--- src/arm_safety_supervisor_macros.svh ---
// assertion macros used by the supervisor core
`ifndef ARM_SAFETY_SUPERVISOR_MACROS_SVH
`define ARM_SAFETY_SUPERVISOR_MACROS_SVH

`ifndef ASSERT_OFF

// clocked property, masked while reset is asserted
`define ASV_ASSERT(lbl, prop) \
	lbl: assert property (@(posedge clk) disable iff (!arst_n) prop) \
		else $error("supervisor assertion failed");

// same, with a caller supplied message
`define ASV_ASSERT_MSG(lbl, prop, msg) \
	lbl: assert property (@(posedge clk) disable iff (!arst_n) prop) \
		else $error(msg);

`else

`define ASV_ASSERT(lbl, prop)
`define ASV_ASSERT_MSG(lbl, prop, msg)

`endif

`endif

--- src/asv_pkg.sv ---
`default_nettype none

package asv_pkg;

	localparam int TIME_BITS_DEF = 32;

	// operation codes
	localparam logic [2:0] OP_HELLO    = 3'd0;
	localparam logic [2:0] OP_COMMAND  = 3'd1;
	localparam logic [2:0] OP_FEEDBACK = 3'd2;
	localparam logic [2:0] OP_MODE     = 3'd3;
	localparam logic [2:0] OP_TICK     = 3'd4;

	// modes
	localparam logic [1:0] MODE_WAIT_LINK = 2'd0;
	localparam logic [1:0] MODE_DISARMED  = 2'd1;
	localparam logic [1:0] MODE_ACTIVE    = 2'd2;
	localparam logic [1:0] MODE_SAFE      = 2'd3;

	// mode requests
	localparam logic [1:0] REQ_DISARM = 2'd0;
	localparam logic [1:0] REQ_ARM    = 2'd1;

	// latched fault codes
	localparam logic [2:0] FAULT_NONE             = 3'd0;
	localparam logic [2:0] FAULT_STALE_NO_COMMAND = 3'd1;
	localparam logic [2:0] FAULT_STALE            = 3'd2;
	localparam logic [2:0] FAULT_BAD_HELLO        = 3'd3;
	localparam logic [2:0] FAULT_BAD_MODE         = 3'd4;
	localparam logic [2:0] FAULT_BAD_COMMAND      = 3'd5;
	localparam logic [2:0] FAULT_BAD_FEEDBACK     = 3'd6;

	localparam logic [7:0] HELLO_MIN_LENGTH = 8'd10;

	// register indexes (byte address / 4)
	localparam logic [1:0] REG_CMD_TIMEOUT = 2'd0;
	localparam logic [1:0] REG_FB_TIMEOUT  = 2'd1;
	localparam logic [1:0] REG_PEER_ROLE   = 2'd2;
	localparam logic [1:0] REG_VERSION     = 2'd3;

	localparam logic [15:0] CMD_TIMEOUT_RESET = 16'd100;
	localparam logic [15:0] FB_TIMEOUT_RESET  = 16'd50;
	localparam logic [7:0]  PEER_ROLE_RESET   = 8'd0;
	localparam logic [7:0]  VERSION_RESET     = 8'd0;

	typedef struct packed {
		logic [2:0]  operation;
		logic [31:0] now_ms;
		logic        payload_valid;
		logic [7:0]  hello_length;
		logic [7:0]  hello_role;
		logic [7:0]  hello_version;
		logic [1:0]  mode_request;
		logic [31:0] transaction_id;
	} item_t;

	typedef struct packed {
		logic [15:0] command_timeout_ms;
		logic [15:0] feedback_timeout_ms;
		logic [7:0]  expected_peer_role;
		logic [7:0]  expected_version;
	} cfg_t;

	typedef struct packed {
		logic [1:0]  mode_now;
		logic [2:0]  fault_now;
		logic        ack_valid;
		logic        ack_rejected;
		logic [31:0] ack_transaction;
		logic        effort_enable;
	} result_t;

endpackage

`default_nettype wire

--- src/asv_cfg.sv ---
`default_nettype none

module asv_cfg (
	input  logic         clk,
	input  logic         arst_n,
	input  logic         psel,
	input  logic         penable,
	input  logic         pwrite,
	input  logic [3:0]   paddr,
	input  logic [31:0]  pwdata,
	output logic [31:0]  prdata,
	output logic         pready,
	output asv_pkg::cfg_t cfg
);
	import asv_pkg::*;

	cfg_t       cfg_q;
	logic       wr_en;
	logic [1:0] reg_idx;

	assign pready  = 1'b1;
	assign wr_en   = psel & penable & pwrite;
	assign reg_idx = paddr[3:2];
	assign cfg     = cfg_q;

	always_ff @(posedge clk or negedge arst_n) begin
		if (!arst_n) begin
			cfg_q.command_timeout_ms  <= CMD_TIMEOUT_RESET;
			cfg_q.feedback_timeout_ms <= FB_TIMEOUT_RESET;
			cfg_q.expected_peer_role  <= PEER_ROLE_RESET;
			cfg_q.expected_version    <= VERSION_RESET;
		end else if (wr_en) begin
			unique case (reg_idx)
				REG_CMD_TIMEOUT: cfg_q.command_timeout_ms  <= pwdata[15:0];
				REG_FB_TIMEOUT:  cfg_q.feedback_timeout_ms <= pwdata[15:0];
				REG_PEER_ROLE:   cfg_q.expected_peer_role  <= pwdata[7:0];
				REG_VERSION:     cfg_q.expected_version    <= pwdata[7:0];
				default:         ;
			endcase
		end
	end

	always_comb begin
		unique case (reg_idx)
			REG_CMD_TIMEOUT: prdata = {16'd0, cfg_q.command_timeout_ms};
			REG_FB_TIMEOUT:  prdata = {16'd0, cfg_q.feedback_timeout_ms};
			REG_PEER_ROLE:   prdata = {24'd0, cfg_q.expected_peer_role};
			REG_VERSION:     prdata = {24'd0, cfg_q.expected_version};
			default:         prdata = 32'd0;
		endcase
	end

endmodule

`default_nettype wire

--- src/asv_core.sv ---
`default_nettype none
`include "arm_safety_supervisor_macros.svh"

module asv_core #(
	parameter int TIME_BITS = asv_pkg::TIME_BITS_DEF
) (
	input  logic             clk,
	input  logic             arst_n,
	input  logic             en,
	input  asv_pkg::item_t   item,
	input  asv_pkg::cfg_t    cfg,
	output asv_pkg::result_t res
);
	import asv_pkg::*;

	// supervisor state
	logic [1:0]           mode_q;
	logic [2:0]           fault_q;
	logic                 link_q;
	logic                 have_cmd_q;
	logic                 have_fb_q;
	logic [TIME_BITS-1:0] cmd_time_q;
	logic [TIME_BITS-1:0] fb_time_q;

	logic [1:0]           mode_d;
	logic [2:0]           fault_d;
	logic                 link_d;
	logic                 have_cmd_d;
	logic                 have_fb_d;
	logic [TIME_BITS-1:0] cmd_time_d;
	logic [TIME_BITS-1:0] fb_time_d;

	logic [TIME_BITS-1:0] now_t;
	logic [TIME_BITS-1:0] cmd_age;
	logic [TIME_BITS-1:0] fb_age;
	logic                 fresh;
	logic                 bad_hello;

	// time kept modulo 2^TIME_BITS
	assign now_t   = TIME_BITS'({32'd0, item.now_ms});
	assign cmd_age = now_t - cmd_time_q;
	assign fb_age  = now_t - fb_time_q;
	assign fresh   = have_cmd_q & have_fb_q
		& (cmd_age <= TIME_BITS'(cfg.command_timeout_ms))
		& (fb_age <= TIME_BITS'(cfg.feedback_timeout_ms));

	assign bad_hello = (item.hello_length < HELLO_MIN_LENGTH)
		| (item.hello_role != cfg.expected_peer_role)
		| (item.hello_version != cfg.expected_version);

	always_comb begin
		mode_d     = mode_q;
		fault_d    = fault_q;
		link_d     = link_q;
		have_cmd_d = have_cmd_q;
		have_fb_d  = have_fb_q;
		cmd_time_d = cmd_time_q;
		fb_time_d  = fb_time_q;
		res.ack_valid       = 1'b0;
		res.ack_rejected    = 1'b0;
		res.ack_transaction = 32'd0;
		res.effort_enable   = 1'b0;
		unique case (item.operation)
			OP_HELLO: begin
				if (bad_hello) begin
					fault_d = FAULT_BAD_HELLO;
				end else begin
					link_d = 1'b1;
					if (mode_q == MODE_WAIT_LINK) begin
						mode_d = MODE_DISARMED;
					end
				end
			end
			OP_COMMAND: begin
				if (item.payload_valid) begin
					cmd_time_d = now_t;
					have_cmd_d = 1'b1;
				end else begin
					fault_d = FAULT_BAD_COMMAND;
				end
			end
			OP_FEEDBACK: begin
				if (item.payload_valid) begin
					fb_time_d = now_t;
					have_fb_d = 1'b1;
				end else begin
					fault_d = FAULT_BAD_FEEDBACK;
				end
			end
			OP_MODE: begin
				if (!item.payload_valid) begin
					fault_d = FAULT_BAD_MODE;
				end else begin
					res.ack_valid       = 1'b1;
					res.ack_transaction = item.transaction_id;
					priority if (item.mode_request == REQ_DISARM) begin
						mode_d = MODE_DISARMED;
					end else if (item.mode_request == REQ_ARM && link_q && fresh
						&& fault_q == FAULT_NONE) begin
						mode_d = MODE_ACTIVE;
					end else begin
						mode_d           = MODE_SAFE;
						res.ack_rejected = 1'b1;
					end
				end
			end
			OP_TICK: begin
				if (mode_q == MODE_ACTIVE) begin
					if (fresh) begin
						res.effort_enable = 1'b1;
					end else begin
						mode_d  = MODE_SAFE;
						fault_d = have_cmd_q ? FAULT_STALE : FAULT_STALE_NO_COMMAND;
					end
				end
			end
			default: ;
		endcase
		res.mode_now  = mode_d;
		res.fault_now = fault_d;
	end

	always_ff @(posedge clk or negedge arst_n) begin
		if (!arst_n) begin
			mode_q     <= MODE_WAIT_LINK;
			fault_q    <= FAULT_NONE;
			link_q     <= 1'b0;
			have_cmd_q <= 1'b0;
			have_fb_q  <= 1'b0;
			cmd_time_q <= '0;
			fb_time_q  <= '0;
		end else if (en) begin
			mode_q     <= mode_d;
			fault_q    <= fault_d;
			link_q     <= link_d;
			have_cmd_q <= have_cmd_d;
			have_fb_q  <= have_fb_d;
			cmd_time_q <= cmd_time_d;
			fb_time_q  <= fb_time_d;
		end
	end

	// effort only ever granted from the active mode
	`ASV_ASSERT(a_effort_active, res.effort_enable |-> mode_q == MODE_ACTIVE)
	// a stale tick in active mode forces safe
	`ASV_ASSERT(a_stale_safe, en && item.operation == OP_TICK && mode_q == MODE_ACTIVE && !fresh |=> mode_q == MODE_SAFE)
	// faults only clear on reset
	`ASV_ASSERT_MSG(a_fault_sticky, fault_q != FAULT_NONE |=> fault_q != FAULT_NONE, "fault cleared")
	// link once seen stays seen
	`ASV_ASSERT_MSG(a_link_sticky, link_q |=> link_q, "link flag dropped")

endmodule

`default_nettype wire

--- src/arm_safety_supervisor.sv ---
// arm safety supervisor
// s_* : event stream in; s_tuser carries the operation code, s_tdata the
//       timestamp, payload flag, hello bytes, mode request and transaction
// m_* : one result beat per event: mode, latched fault, mode ack and the
//       effort enable that answers a control tick
// apb : four registers at 0x0, 0x4, 0x8, 0xc (command timeout, feedback
//       timeout, expected peer role, expected version); pready is tied high
// path: an event beat lands in the input register; its result is then
//       computed from the supervisor state and loaded into the output
//       register, which drives m_tvalid
// throughput: one event per cycle while m_tready is high; the state
//       update and the result load share one clock edge, so each event
//       sees the state its predecessor left behind
// stall: when m_tready is low the output register holds its beat; the
//       input register still takes one more beat, and s_tready then falls
//       until the output drains
// reset: arst_n clears both pipeline valids, returns the mode to wait link,
//       clears the fault, flags and timestamps and reloads the register
//       defaults (100, 50, 0, 0)
`default_nettype none

module arm_safety_supervisor #(
	parameter int TIME_BITS = asv_pkg::TIME_BITS_DEF
) (
	input  logic        clk,
	input  logic        arst_n,
	// event stream in
	input  logic        s_tvalid,
	output logic        s_tready,
	// [31:0] now_ms, [32] payload_valid, [40:33] hello_length,
	// [48:41] hello_role, [56:49] hello_version, [58:57] mode_request,
	// [90:59] transaction_id, [95:91] zero
	input  logic [95:0] s_tdata,
	// [2:0] operation
	input  logic [2:0]  s_tuser,
	// result stream out
	output logic        m_tvalid,
	input  logic        m_tready,
	// [1:0] mode_now, [4:2] fault_now, [5] ack_valid, [6] ack_rejected,
	// [38:7] ack_transaction, [39] effort_enable
	output logic [39:0] m_tdata,
	// configuration
	input  logic        psel,
	input  logic        penable,
	input  logic        pwrite,
	input  logic [3:0]  paddr,
	input  logic [31:0] pwdata,
	output logic [31:0] prdata,
	output logic        pready
);
	import asv_pkg::*;

	cfg_t    cfg;
	item_t   item_s1;
	logic    valid_s1;
	result_t res;
	result_t res_s2;
	logic    valid_s2;
	logic    advance;
	logic    s_beat;

	// the event in stage one moves on when the output slot is free or emptying
	assign advance  = valid_s1 & (~valid_s2 | m_tready);
	assign s_tready = ~valid_s1 | advance;
	assign s_beat   = s_tvalid & s_tready;

	asv_cfg u_cfg (
		.clk     (clk),
		.arst_n  (arst_n),
		.psel    (psel),
		.penable (penable),
		.pwrite  (pwrite),
		.paddr   (paddr),
		.pwdata  (pwdata),
		.prdata  (prdata),
		.pready  (pready),
		.cfg     (cfg)
	);

	// input register
	always_ff @(posedge clk or negedge arst_n) begin
		if (!arst_n) begin
			valid_s1 <= 1'b0;
		end else if (s_tready) begin
			valid_s1 <= s_tvalid;
		end
	end

	always_ff @(posedge clk) begin
		if (s_beat) begin
			item_s1.operation      <= s_tuser;
			item_s1.now_ms         <= s_tdata[31:0];
			item_s1.payload_valid  <= s_tdata[32];
			item_s1.hello_length   <= s_tdata[40:33];
			item_s1.hello_role     <= s_tdata[48:41];
			item_s1.hello_version  <= s_tdata[56:49];
			item_s1.mode_request   <= s_tdata[58:57];
			item_s1.transaction_id <= s_tdata[90:59];
		end
	end

	// state and decision logic; state commits on the same edge as the result
	asv_core #(
		.TIME_BITS (TIME_BITS)
	) u_core (
		.clk    (clk),
		.arst_n (arst_n),
		.en     (advance),
		.item   (item_s1),
		.cfg    (cfg),
		.res    (res)
	);

	// result register
	always_ff @(posedge clk or negedge arst_n) begin
		if (!arst_n) begin
			valid_s2 <= 1'b0;
		end else if (advance) begin
			valid_s2 <= 1'b1;
		end else if (m_tready) begin
			valid_s2 <= 1'b0;
		end
	end

	always_ff @(posedge clk) begin
		if (advance) begin
			res_s2 <= res;
		end
	end

	assign m_tvalid = valid_s2;
	assign m_tdata  = {res_s2.effort_enable, res_s2.ack_transaction, res_s2.ack_rejected,
		res_s2.ack_valid, res_s2.fault_now, res_s2.mode_now};

endmodule

`default_nettype wire

--- config.mk ---
export PLATFORM = sky130hd
export DESIGN_NAME = arm_safety_supervisor
export DESIGN_NICKNAME = d
export VERILOG_FILES = /design/src/asv_pkg.sv /design/src/asv_cfg.sv /design/src/asv_core.sv /design/src/arm_safety_supervisor.sv
export VERILOG_INCLUDE_DIRS = /design/src /design/src/src
export SDC_FILE = /design/constraint.sdc
export NUM_CORES = 1
export LEC_CHECK = 0
export BUFFER_PORTS_ARGS = -buffer_cell sky130_fd_sc_hd__buf_2
export CAP_MARGIN = 40
export CELL_PAD_IN_SITES_DETAIL_PLACEMENT = 0
export CELL_PAD_IN_SITES_GLOBAL_PLACEMENT = 2
export CORE_MARGIN = 2
export CORE_UTILIZATION = 37
export CTS_CLUSTER_SIZE = 28
export DETAILED_ROUTE_END_ITERATION = 7
export GPL_TIMING_DRIVEN = 0
export PLACE_DENSITY_LB_ADDON = 0.1
export SLEW_MARGIN = 20
export SYNTH_ARGS = -nofsm -noshare
export SYNTH_HDL_FRONTEND = slang
export SYNTH_HIERARCHICAL = 1
export SYNTH_SLANG_ARGS = --single-unit
--- constraint.sdc ---
create_clock -name clk -period 6.6 [get_ports clk]
set_clock_uncertainty 0.05 [all_clocks]
set_input_delay 0.99 -clock clk [delete_from_list [all_inputs] [get_ports clk]]
set_output_delay 0.99 -clock clk [all_outputs]
set_load 0.02 [all_outputs]
== Yosys cells after proc, flatten, opt, wreduce, memory -nomap -nowiden ==
Index checks and enable logic that the tools add are counted.
Storage, ports and cells
  bits in registers: 256
  latch bits: 0
  bits in writable memories: 0
  memory bits (read-only): 0
  input bits: 142
  logic and storage cells: 101
  memories kept: 0
Cells by class
  $add $sub $neg: 2
  multiply operators: 0
  div/mod/pow operators: 0
  order comparisons: 3
  equality and inequality tests: 11
  shifts and indexed selects: 0
  multiplexer cells: 23
  bitwise logic cells: 16
  reductions and logical operators: 19
Operators with widths (number)
  $pmux W32 S4: 1
  $le A32 B16 Y1: 2
  $sub A32 B32 Y32: 2
  $mux W34: 1
  $mux W3: 6
  $ne A8 B8 Y1: 2
  $pmux W3 S5: 1
  $mux W2: 7
  $reduce_and A2 Y1: 6
  $reduce_and A3 Y1: 3
  $lt A8 B4 Y1 const B: 1
  $and A1 B1 Y1: 7
  $eq A2 B2 Y1 const B: 3
  $eq A3 B2 Y1 const B: 2
  $logic_not A2 Y1: 3
  $logic_not A3 Y1: 2
  $mux W1: 6
  $pmux W2 S3: 1
  $not A1 Y1: 5
  $eq A2 B1 Y1 const B: 2
  $or A1 B1 Y1: 4
  $eq A3 B1 Y1 const B: 1
  $eq A3 B3 Y1 const B: 1
  $logic_and A1 B1 Y1: 3
  other kinds (2): 2

== Longest topological paths before layout ==
  depth after elaboration: 10
  depth in mapped cells: 22
  mapped depth without buffers: 22

== Cells and area by module ==
Netlist, hierarchy kept.
By module, submodules not included
  asv_core: instances 1, cells an instance 1100, area each 8207.9 um^2, seq. area each 1801.7 um^2
  arm_safety_supervisor: instances 1, cells an instance 142, area each 4127.7 um^2, seq. area each 4073.9 um^2
  asv_cfg: instances 1, cells an instance 154, area each 2338.5 um^2, seq. area each 1208.7 um^2

== Worst setup path before layout ==
No wires, ideal clock.
  kind: reg2reg
  start: register item_s1[59] (netlist bit)
  end: register res_s2, in the netlist m_tdata[2], data pin
  setup time: 0.265 ns
  arrival time: 4.693 ns
  path slack: 1.592 ns
  stages on the path, launching flop included: 23
  path buffers: 0
  period minus slack after synthesis: 5.008 ns
  path through: edfxtp_1 inv_1 ha_1 fa_1 nand2b_1 a21oi_2 o21ai_1 o21ai_0 a21o_1 a21oi_1 xnor2_1 ha_1 nand3_1 nand2_1 a211o_1 nor4_1 a21oi_1 a311o_1 or4_1 or4_4 nor4_4 and3b_1 a211oi_1
RTL lines
  start, declared: line arm_safety_supervisor.sv:54  | item_t item_s1;
  end signal, assigned: line arm_safety_supervisor.sv:127  | res_s2 <= res;
  end, declared: line arm_safety_supervisor.sv:57  | result_t res_s2;

==> flow_metrics.env <==
export IMPL_cts_root_buf="clkbuf_16"
export IMPL_cap_violations=0
export IMPL_grtUsageMet2=0.319
export IMPL_tns_ns=0
export IMPL_p_sw_frac=0.376
export IMPL_drt_iter0_markers=611
export IMPL_syn_inst=1395
export IMPL_hold_slack_ns=0.231
export IMPL_grt_max_degree=93
export IMPL_cp_top_family="compound AO/OA/AOI/OAI gates"
export IMPL_core_mm2=0.0388
export IMPL_combPwrFrac=0.405
export IMPL_drt_wl_total_mm=40.1
export IMPL_intPower_mw=3.82
export IMPL_ioPinCount=217
export IMPL_crit_path_top_delay_cell="o311ai_1"
export IMPL_start_util=0.377
export IMPL_required_ns=6.85
export IMPL_worst_slew_pin_transition_ns=0.826
export IMPL_grt_overflow=0
export IMPL_layout_common_cells="buf_2 (188), nand2_1 (137), edfxtp_1 (133)"
export IMPL_fmax_mhz=163
export IMPL_grt_use_met3=0.0250
export IMPL_critPathLaunchType="flop"
export IMPL_p_leak_nw=7.49
export IMPL_antenna_found_initial=2
export IMPL_p_sw_mw=2.30
export IMPL_viasPerCell=5.07
export IMPL_p_clk_frac=0.251
export IMPL_cts_tree="built"
export IMPL_dpl_hpwl_mm=30.8
export IMPL_final_common_cell="buf_2"
export IMPL_end_kind="flop"
export IMPL_clockBufferDepth=3
export IMPL_grt_pass1_vias=10900
export IMPL_critPathBufInv=0
export IMPL_setup_viol=0
export IMPL_min_period_ns=6.14
export IMPL_ir_drop_mv=0.171
export IMPL_rsz0062_at_grt="false"
export IMPL_grt_pass1_wl_mm=62.4
export IMPL_clock_sinks=255
export IMPL_final_nets=1858
export IMPL_cts_hold_buf=0
export IMPL_die_w_um=203
export IMPL_avgRoutedWirePerCell_um=18.5
export IMPL_yosysWarnings=6
export IMPL_slew_violations=0
export IMPL_pwr_share_seq=0.344
export IMPL_htreeDepth=1
export IMPL_cts_setup_buffers=0
export IMPL_clock_latency_ns=0.58
export IMPL_cp_max_fo=9
export IMPL_status="finished clean"
export IMPL_drc=0
export IMPL_cp_cell_sequence="ha_1 > o211ai_1 > a21oi_1 > o21ai_2 > o311ai_1 > xor2_1 > ha_1 > nand3_1 > nand2_1 > a211o_1 > nor4_1 > a21oi_1 > a311o_1 > or4_1 > or4_4 > nor4_4 > and3b_1 > a211oi_1"
export IMPL_finalCritPeriodShare=0.931
export IMPL_syn_area_mm2=0.0146
export IMPL_clk_pin_slew_ns=0.06
export IMPL_grt_busiest_layer="met2"
export IMPL_crit_type="flop to flop"
export IMPL_slew_headroom=0.441
export IMPL_antenna_left=0
export IMPL_p_per_area_mw_per_mm2=355
export IMPL_portBuffers=173
export IMPL_fill_cells=3756
export IMPL_use_met1=0.269
export IMPL_hp_class="input pin to async pin"
export IMPL_grtUsageTotal=0.194
export IMPL_rows=72
export IMPL_synthToLayoutAreaGrowth_pct=17.8
export IMPL_vias=11000
export IMPL_dieHeight_um=203
export IMPL_firstDrtPassIters=7
export IMPL_cts_resized_gates=0
export IMPL_drive_above_1_share=0.215
export IMPL_gp_congestion=0.833
export IMPL_dieArea_mm2=0.0412
export IMPL_arrival_ns=6.39
export IMPL_slowest_delay_ns=0.76
export IMPL_syn_avg_cell_area_um2=10.5
export IMPL_cts_buffers_inserted=29
export IMPL_hold_violations=0
==> metrics by stage <==
stage	std cells	total power [mW]	util	worst slack [ns]	area [µm²]
after global placement	2101	4.58	0.418	0.433	16200
after CTS	2160	6.19	0.444	0.413	17200
after global routing	2162	6.57	0.444	0.0295	17200
after floorplan	1410	3.88	-	1.59	14700
after detailed placement	2107	4.60	0.421	0.446	16300
final	2162	6.12	0.444	0.458	17200
==> metal layers <==
metal	vias to the layer above	routed length [µm]
li1	5438	-
met1	5273	18800
met2	196	19000
met3	49	1290
met4	0	949
met5	-	0
==> power by group through the flow <==
stage	clock, mW	combinational [mW]	sequential, mW
after floorplan	0	1.77	2.11
after global placement	0	2.45	2.13
after detailed placement	0	2.47	2.14
after CTS	1.59	2.49	2.11
after global routing	1.65	2.78	2.14
final	1.53	2.48	2.10
==> worst paths after layout <==
check / startpoint / to / slack (ns) / cells after the start
max reg2reg: item_s1[63] / m_tdata[2] / 0.46 / 18
max: item_s1[63] / m_tdata[2] / 0.46 / 18
max in group asynchronous: arst_n / u_core/cmd_time_q[16] / 5.46 / 2
min: arst_n / u_core/mode_q[1] / 0.23 / 1
min in group clk: u_core/link_q / u_core/link_q / 0.40 / 2
min reg2reg: u_core/link_q / u_core/link_q / 0.40 / 2
==> state kept, by name, indices dropped and copies added, names as in the netlist, 2 cells and up <==
name and flops:
item_s1 93, u_core/cmd_time_q 32, m_tdata 40, u_core/fault_q 3, u_core/mode_q 2, u_core/fb_time_q 32, u_cfg/cfg 48
==> cell type report <==
type,count,area (µm²),area share
Tap cell,518,648,0.0376
Clock inverter,10,57.6,0.00334
Antenna cell,2,5.00,0.000290
Multi-Input combinational cell,964,6830,0.396
Sequential cell,255,7050,0.409
Timing Repair Buffer,179,976,0.0566
Buffer,74,390,0.0226
Inverter,117,439,0.0255
Clock buffer,43,848,0.0492
Note: power is estimated with default switching activity, not from simulation.
